[config.mk]
export PLATFORM = sky130hd
export DESIGN_NAME = hsv_to_rgb_converter_core
export DESIGN_NICKNAME = d
export VERILOG_FILES = /design/src/hsv2rgb_pkg.sv /design/src/hsv2rgb_decode.sv /design/src/hsv2rgb_product.sv /design/src/hsv2rgb_round.sv /design/src/hsv_to_rgb_converter_core.sv
export SDC_FILE = /design/constraint.sdc
export NUM_CORES = 2
export LEC_CHECK = 0
export BUFFER_PORTS_ARGS = -buffer_cell sky130_fd_sc_hd__clkbuf_2
export CAP_MARGIN = 10
export CELL_PAD_IN_SITES_DETAIL_PLACEMENT = 1
export CELL_PAD_IN_SITES_GLOBAL_PLACEMENT = 1
export CORE_ASPECT_RATIO = 1.1
export CORE_UTILIZATION = 25
export CTS_BUF_LIST = sky130_fd_sc_hd__clkbuf_4 sky130_fd_sc_hd__clkbuf_8
export DETAILED_ROUTE_END_ITERATION = 6
export PLACE_DENSITY = 0.47
export SYNTH_ARGS = -nofsm -noshare
export SYNTH_HDL_FRONTEND = slang
export SYNTH_SLANG_ARGS = --single-unit
[constraint.sdc]
create_clock -name i_clk -period 9.75 [get_ports i_clk]
set_clock_uncertainty 0.05 [all_clocks]
set_input_delay 1.95 -clock i_clk [delete_from_list [all_inputs] [get_ports i_clk]]
set_output_delay 1.95 -clock i_clk [all_outputs]
set_load 0.01 [all_outputs]
[src/hsv2rgb_pkg.sv]
`timescale 1ns / 1ps
// ----------------------------------------------------------------------------
// hsv2rgb_pkg
// shared constants, sector codes and stage payload types for the hsv to rgb
// pixel pipeline
// ----------------------------------------------------------------------------
package hsv2rgb_pkg;

    // number formats
    localparam int unsigned HUE_FRAC_BITS     = 6;
    localparam int unsigned CHANNEL_FRAC_BITS = 16;

    localparam int unsigned HUE_W = 16;        // signed hue field
    localparam int unsigned H_W   = HUE_W - 1; // magnitude of a legal hue
    localparam int unsigned CH_W  = 17;        // channel fields

    localparam longint unsigned ONE        = 64'd1 << CHANNEL_FRAC_BITS;
    localparam longint unsigned HALF_ONE   = ONE / 2;
    localparam longint unsigned SECT_SIZE  = 64'd60 << HUE_FRAC_BITS;
    localparam longint unsigned FULL_TURN  = 64'd360 << HUE_FRAC_BITS;
    localparam int unsigned     REM_W      = $clog2(SECT_SIZE);

    // common denominator one * sector size = 15 * 2^DEN_SHIFT
    localparam longint unsigned DEN        = SECT_SIZE * ONE;
    localparam longint unsigned HALF_DEN   = DEN / 2;
    localparam int unsigned     DEN_SHIFT  = HUE_FRAC_BITS + 2 + CHANNEL_FRAC_BITS;
    localparam int unsigned     DEN_W      = $clog2(DEN + 1);

    // product widths
    localparam int unsigned SR_W = CH_W + REM_W;  // s * r
    localparam int unsigned PN_W = 2 * CH_W;      // v * (one - s)
    localparam int unsigned QN_W = CH_W + DEN_W;  // v * (den - s * r)
    localparam int unsigned QX_W = QN_W - DEN_SHIFT;

    // division by 15 through a reciprocal, exact for every QX_W-bit value
    localparam int unsigned     RECIP_SHIFT = QX_W + 4;
    localparam longint unsigned RECIP       = ((64'd1 << RECIP_SHIFT) + 64'd14) / 64'd15;
    localparam int unsigned     RECIP_W     = RECIP_SHIFT - 3;
    localparam int unsigned     PR_W        = QX_W + RECIP_W;

    // hue sectors of 60 degrees
    typedef enum logic [2:0] {
        SEC_RED_YEL = 3'd0,
        SEC_YEL_GRN = 3'd1,
        SEC_GRN_CYN = 3'd2,
        SEC_CYN_BLU = 3'd3,
        SEC_BLU_MAG = 3'd4,
        SEC_MAG_RED = 3'd5
    } t_sector;

    // after decode
    typedef struct packed {
        logic             err;
        logic             grey;
        t_sector          sector;
        logic [REM_W-1:0] rem;
        logic [CH_W-1:0]  sat;
        logic [CH_W-1:0]  val;
    } t_dec;

    // after the wide products
    typedef struct packed {
        logic            err;
        logic            grey;
        t_sector         sector;
        logic [CH_W-1:0] val;
        logic [PN_W-1:0] p_num;
        logic [QN_W-1:0] q_num;
        logic [QN_W-1:0] t_num;
    } t_prod;

    // after rounding
    typedef struct packed {
        logic            err;
        logic            grey;
        t_sector         sector;
        logic [CH_W-1:0] val;
        logic [CH_W-1:0] p_val;
        logic [QX_W-1:0] q_x;
        logic [QX_W-1:0] t_x;
    } t_rnd;

endpackage

[src/hsv2rgb_decode.sv]
`timescale 1ns / 1ps
// ----------------------------------------------------------------------------
// hsv2rgb_decode
// range check, full-turn wrap, sector split and remainder (one stage)
// ----------------------------------------------------------------------------
module hsv2rgb_decode (
    input  logic                            i_clk,
    input  logic                            i_rst_n,
    input  logic                            i_up_valid,
    output logic                            o_up_stall,
    input  logic [hsv2rgb_pkg::HUE_W-1:0]   i_hue,
    input  logic [hsv2rgb_pkg::CH_W-1:0]    i_saturation,
    input  logic [hsv2rgb_pkg::CH_W-1:0]    i_brightness,
    output logic                            o_dn_valid,
    input  logic                            i_dn_stall,
    output hsv2rgb_pkg::t_dec               o_dec
);
    import hsv2rgb_pkg::*;

    logic         r_vld;
    t_dec         r_dec;
    t_dec         n_dec;
    logic         w_hold;
    logic [H_W-1:0] w_h;
    logic [H_W-1:0] w_base;
    t_sector      w_sector;

    assign w_hold = r_vld && i_dn_stall;

    always_comb begin
        // a hue of a full turn is the same as zero
        w_h = (i_hue[H_W-1:0] == H_W'(FULL_TURN)) ? '0 : i_hue[H_W-1:0];

        priority if (w_h >= H_W'(5 * SECT_SIZE)) begin
            w_sector = SEC_MAG_RED;
            w_base   = H_W'(5 * SECT_SIZE);
        end else if (w_h >= H_W'(4 * SECT_SIZE)) begin
            w_sector = SEC_BLU_MAG;
            w_base   = H_W'(4 * SECT_SIZE);
        end else if (w_h >= H_W'(3 * SECT_SIZE)) begin
            w_sector = SEC_CYN_BLU;
            w_base   = H_W'(3 * SECT_SIZE);
        end else if (w_h >= H_W'(2 * SECT_SIZE)) begin
            w_sector = SEC_GRN_CYN;
            w_base   = H_W'(2 * SECT_SIZE);
        end else if (w_h >= H_W'(SECT_SIZE)) begin
            w_sector = SEC_YEL_GRN;
            w_base   = H_W'(SECT_SIZE);
        end else begin
            w_sector = SEC_RED_YEL;
            w_base   = '0;
        end

        n_dec.err    = i_hue[HUE_W-1]
                    || (i_hue[H_W-1:0] > H_W'(FULL_TURN))
                    || (i_saturation > CH_W'(ONE))
                    || (i_brightness > CH_W'(ONE));
        n_dec.grey   = (i_saturation == '0);
        n_dec.sector = w_sector;
        n_dec.rem    = REM_W'(w_h - w_base);
        n_dec.sat    = i_saturation;
        n_dec.val    = i_brightness;
    end

    always_ff @(posedge i_clk) begin
        if (!i_rst_n) begin
            r_vld <= 1'b0;
        end else if (!w_hold) begin
            r_vld <= i_up_valid;
        end
    end

    always_ff @(posedge i_clk) begin
        if (!w_hold && i_up_valid) begin
            r_dec <= n_dec;
        end
    end

    assign o_up_stall = w_hold;
    assign o_dn_valid = r_vld;
    assign o_dec      = r_dec;

endmodule

[src/hsv2rgb_product.sv]
`timescale 1ns / 1ps
// ----------------------------------------------------------------------------
// hsv2rgb_product
// saturation by hue fraction, then brightness by the complements (two stages)
// ----------------------------------------------------------------------------
module hsv2rgb_product (
    input  logic                i_clk,
    input  logic                i_rst_n,
    input  logic                i_up_valid,
    output logic                o_up_stall,
    input  hsv2rgb_pkg::t_dec   i_dec,
    output logic                o_dn_valid,
    input  logic                i_dn_stall,
    output hsv2rgb_pkg::t_prod  o_prod
);
    import hsv2rgb_pkg::*;

    typedef struct packed {
        logic            err;
        logic            grey;
        t_sector         sector;
        logic [CH_W-1:0] val;
        logic [CH_W-1:0] omsat;
        logic [SR_W-1:0] sr;
        logic [SR_W-1:0] sdr;
    } t_frac;

    logic              r_s2_vld;
    logic              r_s3_vld;
    t_frac             r_s2;
    t_frac             n_s2;
    t_prod             r_s3;
    t_prod             n_s3;
    logic              w_s2_hold;
    logic              w_s3_hold;
    logic [REM_W-1:0]  w_drem;
    logic [DEN_W-1:0]  w_q_fac;
    logic [DEN_W-1:0]  w_t_fac;

    assign w_s3_hold = r_s3_vld && i_dn_stall;
    assign w_s2_hold = r_s2_vld && w_s3_hold;

    // stage 2: s*r and s*(d-r)
    always_comb begin
        w_drem      = REM_W'(SECT_SIZE) - i_dec.rem;
        n_s2.err    = i_dec.err;
        n_s2.grey   = i_dec.grey;
        n_s2.sector = i_dec.sector;
        n_s2.val    = i_dec.val;
        n_s2.omsat  = CH_W'(ONE) - i_dec.sat;
        n_s2.sr     = SR_W'(i_dec.sat) * SR_W'(i_dec.rem);
        n_s2.sdr    = SR_W'(i_dec.sat) * SR_W'(w_drem);
    end

    // stage 3: v*(one-s), v*(den-s*r), v*(den-s*(d-r))
    always_comb begin
        w_q_fac     = DEN_W'(DEN) - DEN_W'(r_s2.sr);
        w_t_fac     = DEN_W'(DEN) - DEN_W'(r_s2.sdr);
        n_s3.err    = r_s2.err;
        n_s3.grey   = r_s2.grey;
        n_s3.sector = r_s2.sector;
        n_s3.val    = r_s2.val;
        n_s3.p_num  = PN_W'(r_s2.val) * PN_W'(r_s2.omsat);
        n_s3.q_num  = QN_W'(r_s2.val) * QN_W'(w_q_fac);
        n_s3.t_num  = QN_W'(r_s2.val) * QN_W'(w_t_fac);
    end

    always_ff @(posedge i_clk) begin
        if (!i_rst_n) begin
            r_s2_vld <= 1'b0;
            r_s3_vld <= 1'b0;
        end else begin
            if (!w_s2_hold) begin
                r_s2_vld <= i_up_valid;
            end
            if (!w_s3_hold) begin
                r_s3_vld <= r_s2_vld;
            end
        end
    end

    always_ff @(posedge i_clk) begin
        if (!w_s2_hold && i_up_valid) begin
            r_s2 <= n_s2;
        end
        if (!w_s3_hold && r_s2_vld) begin
            r_s3 <= n_s3;
        end
    end

    assign o_up_stall = w_s2_hold;
    assign o_dn_valid = r_s3_vld;
    assign o_prod     = r_s3;

endmodule

[src/hsv2rgb_round.sv]
`timescale 1ns / 1ps
// ----------------------------------------------------------------------------
// hsv2rgb_round
// round to nearest and strip the power-of-two part of the denominator
// ----------------------------------------------------------------------------
module hsv2rgb_round (
    input  logic                i_clk,
    input  logic                i_rst_n,
    input  logic                i_up_valid,
    output logic                o_up_stall,
    input  hsv2rgb_pkg::t_prod  i_prod,
    output logic                o_dn_valid,
    input  logic                i_dn_stall,
    output hsv2rgb_pkg::t_rnd   o_rnd
);
    import hsv2rgb_pkg::*;

    logic            r_vld;
    t_rnd            r_rnd;
    t_rnd            n_rnd;
    logic            w_hold;
    logic [PN_W-1:0] w_p_sum;
    logic [QN_W-1:0] w_q_sum;
    logic [QN_W-1:0] w_t_sum;

    assign w_hold = r_vld && i_dn_stall;

    always_comb begin
        w_p_sum      = i_prod.p_num + PN_W'(HALF_ONE);
        w_q_sum      = i_prod.q_num + QN_W'(HALF_DEN);
        w_t_sum      = i_prod.t_num + QN_W'(HALF_DEN);
        n_rnd.err    = i_prod.err;
        n_rnd.grey   = i_prod.grey;
        n_rnd.sector = i_prod.sector;
        n_rnd.val    = i_prod.val;
        n_rnd.p_val  = CH_W'(w_p_sum >> CHANNEL_FRAC_BITS);
        n_rnd.q_x    = QX_W'(w_q_sum >> DEN_SHIFT);
        n_rnd.t_x    = QX_W'(w_t_sum >> DEN_SHIFT);
    end

    always_ff @(posedge i_clk) begin
        if (!i_rst_n) begin
            r_vld <= 1'b0;
        end else if (!w_hold) begin
            r_vld <= i_up_valid;
        end
    end

    always_ff @(posedge i_clk) begin
        if (!w_hold && i_up_valid) begin
            r_rnd <= n_rnd;
        end
    end

    assign o_up_stall = w_hold;
    assign o_dn_valid = r_vld;
    assign o_rnd      = r_rnd;

endmodule

[src/hsv_to_rgb_converter_core.sv]
`timescale 1ns / 1ps
// ----------------------------------------------------------------------------
// hsv_to_rgb_converter_core
// streaming hsv to rgb pixel converter, five register stages
// ----------------------------------------------------------------------------
//
//  channel | direction | handshake                 | payload
//  --------+-----------+---------------------------+------------------------------
//  in      | input     | i_in_valid / o_in_stall   | i_hue, i_saturation,
//          |           |                           | i_brightness
//  out     | output    | o_out_valid / i_out_stall | o_red, o_green, o_blue,
//          |           |                           | o_range_error
//
//  one request per clock in and out while the output is not stalled; each
//  request passes in order through decode, fraction product, channel product,
//  rounding, and reciprocal divide plus channel select
//  the widest path is the 17 x 28 bit brightness product in stage 3
//  reset clears only the stage valid bits; payload registers are not reset
//  every stage holds on its own, so a stalled output lets bubbles behind it
//  fill and the input keeps taking requests until all five stages are full
//
module hsv_to_rgb_converter_core (
    input  logic                          i_clk,
    input  logic                          i_rst_n,
    // request side
    input  logic                          i_in_valid,
    output logic                          o_in_stall,
    input  logic [hsv2rgb_pkg::HUE_W-1:0] i_hue,
    input  logic [hsv2rgb_pkg::CH_W-1:0]  i_saturation,
    input  logic [hsv2rgb_pkg::CH_W-1:0]  i_brightness,
    // result side
    output logic                          o_out_valid,
    input  logic                          i_out_stall,
    output logic [hsv2rgb_pkg::CH_W-1:0]  o_red,
    output logic [hsv2rgb_pkg::CH_W-1:0]  o_green,
    output logic [hsv2rgb_pkg::CH_W-1:0]  o_blue,
    output logic                          o_range_error
);
    import hsv2rgb_pkg::*;

    // stage links
    logic  w_dec_vld;
    logic  w_dec_stall;
    t_dec  w_dec;
    logic  w_prod_vld;
    logic  w_prod_stall;
    t_prod w_prod;
    logic  w_rnd_vld;
    logic  w_rnd_stall;
    t_rnd  w_rnd;

    // output stage
    logic            r_out_vld;
    logic [CH_W-1:0] r_red;
    logic [CH_W-1:0] r_green;
    logic [CH_W-1:0] r_blue;
    logic            r_err;
    logic [CH_W-1:0] n_red;
    logic [CH_W-1:0] n_green;
    logic [CH_W-1:0] n_blue;
    logic            w_out_hold;
    logic [PR_W-1:0] w_q_prod;
    logic [PR_W-1:0] w_t_prod;
    logic [CH_W-1:0] w_q;
    logic [CH_W-1:0] w_t;
    logic [CH_W-1:0] w_p;
    logic [CH_W-1:0] w_v;

    // stage 1: range check and hue sector
    hsv2rgb_decode u_decode (
        .i_clk        (i_clk),
        .i_rst_n      (i_rst_n),
        .i_up_valid   (i_in_valid),
        .o_up_stall   (o_in_stall),
        .i_hue        (i_hue),
        .i_saturation (i_saturation),
        .i_brightness (i_brightness),
        .o_dn_valid   (w_dec_vld),
        .i_dn_stall   (w_dec_stall),
        .o_dec        (w_dec)
    );

    // stages 2 and 3: exact numerators of p, q and t
    hsv2rgb_product u_product (
        .i_clk      (i_clk),
        .i_rst_n    (i_rst_n),
        .i_up_valid (w_dec_vld),
        .o_up_stall (w_dec_stall),
        .i_dec      (w_dec),
        .o_dn_valid (w_prod_vld),
        .i_dn_stall (w_prod_stall),
        .o_prod     (w_prod)
    );

    // stage 4: round half up, drop the power-of-two factor
    hsv2rgb_round u_round (
        .i_clk      (i_clk),
        .i_rst_n    (i_rst_n),
        .i_up_valid (w_prod_vld),
        .o_up_stall (w_prod_stall),
        .i_prod     (w_prod),
        .o_dn_valid (w_rnd_vld),
        .i_dn_stall (w_rnd_stall),
        .o_rnd      (w_rnd)
    );

    // stage 5: divide q and t by the remaining factor of 15 via reciprocal
    assign w_q_prod = PR_W'(w_rnd.q_x) * PR_W'(RECIP);
    assign w_t_prod = PR_W'(w_rnd.t_x) * PR_W'(RECIP);
    assign w_q      = CH_W'(w_q_prod >> RECIP_SHIFT);
    assign w_t      = CH_W'(w_t_prod >> RECIP_SHIFT);
    assign w_p      = w_rnd.p_val;
    assign w_v      = w_rnd.val;

    // channel assignment per sector; grey and error override
    always_comb begin
        if (w_rnd.err) begin
            n_red   = '0;
            n_green = '0;
            n_blue  = '0;
        end else if (w_rnd.grey) begin
            n_red   = w_v;
            n_green = w_v;
            n_blue  = w_v;
        end else begin
            unique case (w_rnd.sector)
                SEC_RED_YEL: begin
                    n_red = w_v; n_green = w_t; n_blue = w_p;
                end
                SEC_YEL_GRN: begin
                    n_red = w_q; n_green = w_v; n_blue = w_p;
                end
                SEC_GRN_CYN: begin
                    n_red = w_p; n_green = w_v; n_blue = w_t;
                end
                SEC_CYN_BLU: begin
                    n_red = w_p; n_green = w_q; n_blue = w_v;
                end
                SEC_BLU_MAG: begin
                    n_red = w_t; n_green = w_p; n_blue = w_v;
                end
                default: begin
                    // magenta to red, and codes that never occur
                    n_red = w_v; n_green = w_p; n_blue = w_q;
                end
            endcase
        end
    end

    assign w_out_hold  = r_out_vld && i_out_stall;
    assign w_rnd_stall = w_out_hold;

    always_ff @(posedge i_clk) begin
        if (!i_rst_n) begin
            r_out_vld <= 1'b0;
        end else if (!w_out_hold) begin
            r_out_vld <= w_rnd_vld;
        end
    end

    always_ff @(posedge i_clk) begin
        if (!w_out_hold && w_rnd_vld) begin
            r_red   <= n_red;
            r_green <= n_green;
            r_blue  <= n_blue;
            r_err   <= w_rnd.err;
        end
    end

    assign o_out_valid   = r_out_vld;
    assign o_red         = r_red;
    assign o_green       = r_green;
    assign o_blue        = r_blue;
    assign o_range_error = r_err;

endmodule

# == Word level (Yosys, flattened, before mapping) ==
# Cells that the tools add are included.
# classes
addsub,8
n_mul,7
magnitude_cmp,8
eq_ne,5
muxes,16
n_reduce_logical,25
# ops
operator,count
case mux 17 bit (3 select lines),3
adder 45 x 27 -> 45 bit (second input constant),2
multiplier 17 x 28 -> 45 bit,2
multiplier 21 x 22 -> 42 bit (second input constant),2
2-to-1 mux 12 bit,5
multiplier 17 x 12 -> 28 bit,2
subtractor 28 bit (first input constant),2
2-to-1 mux 17 bit,3
> comparator 17 bit (second input constant),2
adder 33 x 16 -> 33 bit (second input constant),1
multiplier 17 x 17 -> 33 bit,1
>= comparator 15 x 14 -> 1 bit (second input constant),2
logical NOT 17 bit,1
subtractor 17 bit (first input constant),1
equality test 15 bit (second input constant),1
>= comparator 15 x 12 -> 1 bit (second input constant),1
>= comparator 15 x 13 -> 1 bit (second input constant),1
>= comparator 15 bit (second input constant),1
> comparator 15 bit (second input constant),1
2-to-1 mux 15 bit,1
subtractor 12 bit,1
subtractor 12 bit (first input constant),1
logical AND 1 bit,10
OR reduction 2 bit,5
8 further kinds,17
# totals
regBits,429
input_bits,54
output_inout_bits,54
elab_cells,106

# == Depth between registers and ports, before layout ==
# depth
word_depth,9
mapped_depth,30
depth_no_buf,29

# == Modules after synthesis ==
# From an unflattened synthesis, not the netlist that was laid out.
# unflattened
hier_cells,8413
area_unflattened_um2,79700.2
# by_module_without_submodules
module,n_inst,cells_each,area_each_um2,seq_area_each_um2
hsv2rgb_product,1,6517,60385.4,7216.9
hsv_to_rgb_converter_core,1,1507,13531.7,1581.5
hsv2rgb_round,1,244,3595.9,2452.4
hsv2rgb_decode,1,145,2187.1,1551.5

# == Worst setup path after synthesis ==
# Ideal clock, no wire load.
# synth_timing
path_kind,input -> register
start,input i_out_stall
end,register u_product.r_s2 (netlist bit u_product.n_s3[124]) (enable)
setup_ps,690
arrival_time_ps,9154
t_required_ps,9010
slack_ps,-145
cell_stages,3
n_path_buf,0
cell_sequence,and3_1 and2_1 a21boi_0
# synth_via
elab_chain_len,6
# synth_lines
item,line_no,text
from (decl),hsv_to_rgb_converter_core.sv:33,"input logic i_out_stall,"
logical AND 1 bit,hsv_to_rgb_converter_core.sv:150,assign w_out_hold = r_out_vld && i_out_stall;
logical AND 1 bit,hsv2rgb_round.sv:26,assign w_hold = r_vld && i_dn_stall;
logical AND 1 bit,hsv2rgb_product.sv:40,assign w_s3_hold = r_s3_vld && i_dn_stall;
logical AND 1 bit,hsv2rgb_product.sv:41,assign w_s2_hold = r_s2_vld && w_s3_hold;
logical NOT 1 bit,-,
logical AND 1 bit,hsv2rgb_product.sv:83,if (!w_s2_hold && i_up_valid) begin
to (signal assigned),hsv2rgb_product.sv:84,r_s2 <= n_s2;
to (decl),hsv2rgb_product.sv:30,t_frac r_s2;
# No other way between the ends.
# A chain may end at the register's enable or synchronous reset.

==> out/results.txt <==
Outcome: finished clean
Sum of negative setup slack: 0 ns
Clock Path Buffers: 3
Final worst slack: 0.819 ns
Area occupied by multi-input gates: 56400 um2
First-pass GRT wire length: 378000 um
Relative slew slack: 18.2%
Tot GR Track Use: 16.3%
R2R cell count: 26
Placement Cell Area: 80600 um2
Highest metal used: met4
Total clock sinks: 367
Crit path arrival time: 9.41 ns
Hold path depth: 0
Post-synth EDFFs: 362
Max-Cap Viols: 0
Synthesis-to-finish area growth: 9.51%
Initial Utilization: 25.2%
CP max stage cell: a311oi_1
Initial antenna violation count: 10
Syn Std Cell Area: 75100 um2
Post-synthesis sequential area ratio: 14.6%
RSZ-0062 raised after global routing: no
Post-synth ARST share: 0%
Synthesized area per cell: 9.52 um2
Drt wl/cell: 20.5 um
Die Span X: 525 um
Share of cells above drive strength 1: 5.76%
Final instance area: 82200 um2
First-pass DRT Iterations: 6
Post-synth top flop: edfxtp_1
Core Area: 298000 um2
Routed wl met2: 120000 um
Largest net degree at the start of global routing: 75
Hold Crit Class: reg2reg
Syn_nets: 10174
Most used cell, CP: fa_1
Clk_lat worst skew: 0.82 ns
Net count reported at finish: 10165
Clk root buf: clkbuf_8
DRT iter0 DRCs: 2007
Crit-path max cell delay: 0.62 ns
Fillcell total: 34234
Max frequency: 112 MHz
WL met1: 112000 um
Flops & latches, synth: 367
Max-slew violation count: 0
Crit path time final: 8.93 ns
Clk slew on worst S/H paths: 0.08 ns
Post-Synthesis Cells: 7886
H-tree Lvls: 3
DR WL met3: 6560 um
IO buf count: 107
Worst slew pin tran: 1.22 ns
Vias in the first global route: 61749
Type of origin of the critical path: register
FP Rows: 210
Die area: 303000 um2
HPWL after detailed placement: 192000 um
Period utilisation layout: 91.6%
Io pins: 108
Gpl congestion: 0.822
Setup crit end kind: register
Hold buffer count at cts: 0
Via count: 53152
Number of buffers created by CTS: 76
Drt via density: 4.48
Drc violations: 0
GRT Residual Overflow: 0
Max Fanout on Critical Path: 9
Die height: 577 um
CTS tree: done
Register area: 11000 um2
Critical path class: reg2reg
Yosys cell types: 95
Yosys warning count: 0
Setup WS pre-CTS: 0.720 ns
# setup viols final: 0
Final Routed Wirelength: 243000 um
Most frequent cells in the layout: inv_1 (1737), fa_1 (1414), nand2_1 (1161), ha_1 (820), and2_1 (597)
Antenna Violating Nets Remaining: 0
Most common cell after layout, fill and taps aside: inv_1
Setup bufs post-CTS: 0
# resized after CTS: 0
CP Data Required Time: 10.23 ns
Final hold vios: 0
-- kinds of logic after synthesis --
| family | Yosys count | synth area share (%) |
|---|---|---|
| buf+inv | 2088 | 10.5 |
| flops | 367 | 14.6 |
| xor+xnor | 265 | 3.18 |
| simple gates | 2313 | 14.7 |
| mux | 14 | 0.197 |
| compound gates | 605 | 5.46 |
| fa+ha+maj | 2234 | 51.4 |
-- through the flow --
step | util [%] | instances | hold slack [ns]
after global placement | 27.0 | 11721 | 0.352
after global routing | 27.6 | 11861 | 0.375
after detailed placement | 27.0 | 11721 | 0.356
after CTS | 27.6 | 11856 | 0.357
after floorplan | - | 7886 | 0.350
final | 27.6 | 11866 | 0.350
-- critical path, delay by kind of cell, from the launching register on --
| kind | cells | cell delay [ns] |
|---|---|---|
| adders and majority gates | 7 | 3.38 |
| and+or+nand+nor | 5 | 1.64 |
| buffers and inverters | 4 | 0.47 |
| DFF | 1 | 0.44 |
| xor gates and xnor gates | 2 | 0.57 |
| AOI/OAI and AO/OA | 8 | 2.11 |
-- cell usage after synthesis, types with 10 or more instances --
library cell	number	area [um2]
o21ai_0	88	440
buf_1	12	45.0
o21bai_1	17	128
a221oi_1	21	184
nand2_1	1161	4360
a211o_1	10	87.6
a21oi_1	165	826
and2_1	597	3730
fa_1	1414	28300
o21a_1	32	240
o22ai_1	18	113
ha_1	820	10300
nor3_1	68	340
nand4_1	29	181
a21o_1	71	533
xor2_1	83	727
nor2_1	178	668
xnor2_1	176	1540
o211ai_1	13	97.6
and4_1	10	87.6
nor2b_1	38	238
a22oi_1	11	82.6
edfxtp_1	362	10900
inv_1	1737	6520
or3_1	19	119
and3_1	48	300
nand2b_1	15	93.8
a211oi_1	23	173
nor4_1	33	206
clkbuf_1	327	1230
a31oi_1	18	113
nand3_1	76	380
o21ai_1	10	50.1
-- sequential cells by signal, indices dropped and copies added, names as in the netlist --
register,count
u_product.n_s3,22
o_out_valid,1
o_green,17
o_range_error,1
u_product.r_s2_vld,1
u_round.o_dn_valid,1
u_product.o_prod,84
u_decode.o_dec,51
u_decode.o_dn_valid,1
o_blue,17
u_product.r_s2,72
u_product.o_dn_valid,1
u_round.o_rnd,81
o_red,17
-- cell type report --
type	count	share of cell area, %
diodes	10	0.0304
clock buffers	103	1.55
clock inverters	32	0.367
inverters	1738	7.93
multi-input cells	5431	68.5
flip-flops and latches	367	13.3
well taps	3922	5.97
repair buffers	263	2.27
-- worst paths after layout --
path                                            start                    to  slack [ns]
worst max-delay path               u_product.r_s2[36]  u_product.o_prod[84]        0.82
worst min-delay path            u_product.o_prod[135]     u_round.o_rnd[70]        0.35
worst max register to register     u_product.r_s2[36]  u_product.o_prod[84]        0.82
worst min register to register  u_product.o_prod[135]     u_round.o_rnd[70]        0.35
-- metal layers --
layer / up-vias / global-route usage, %
li1: 24183 / -
met1: 27981 / 21.3
met2: 736 / 29.2
met3: 252 / 1.51
met4: 0 / 3.43
met5: - / 0
Power is not shown: default switching activity piles up to over one toggle a cycle in this logic, so the estimate is an artifact.
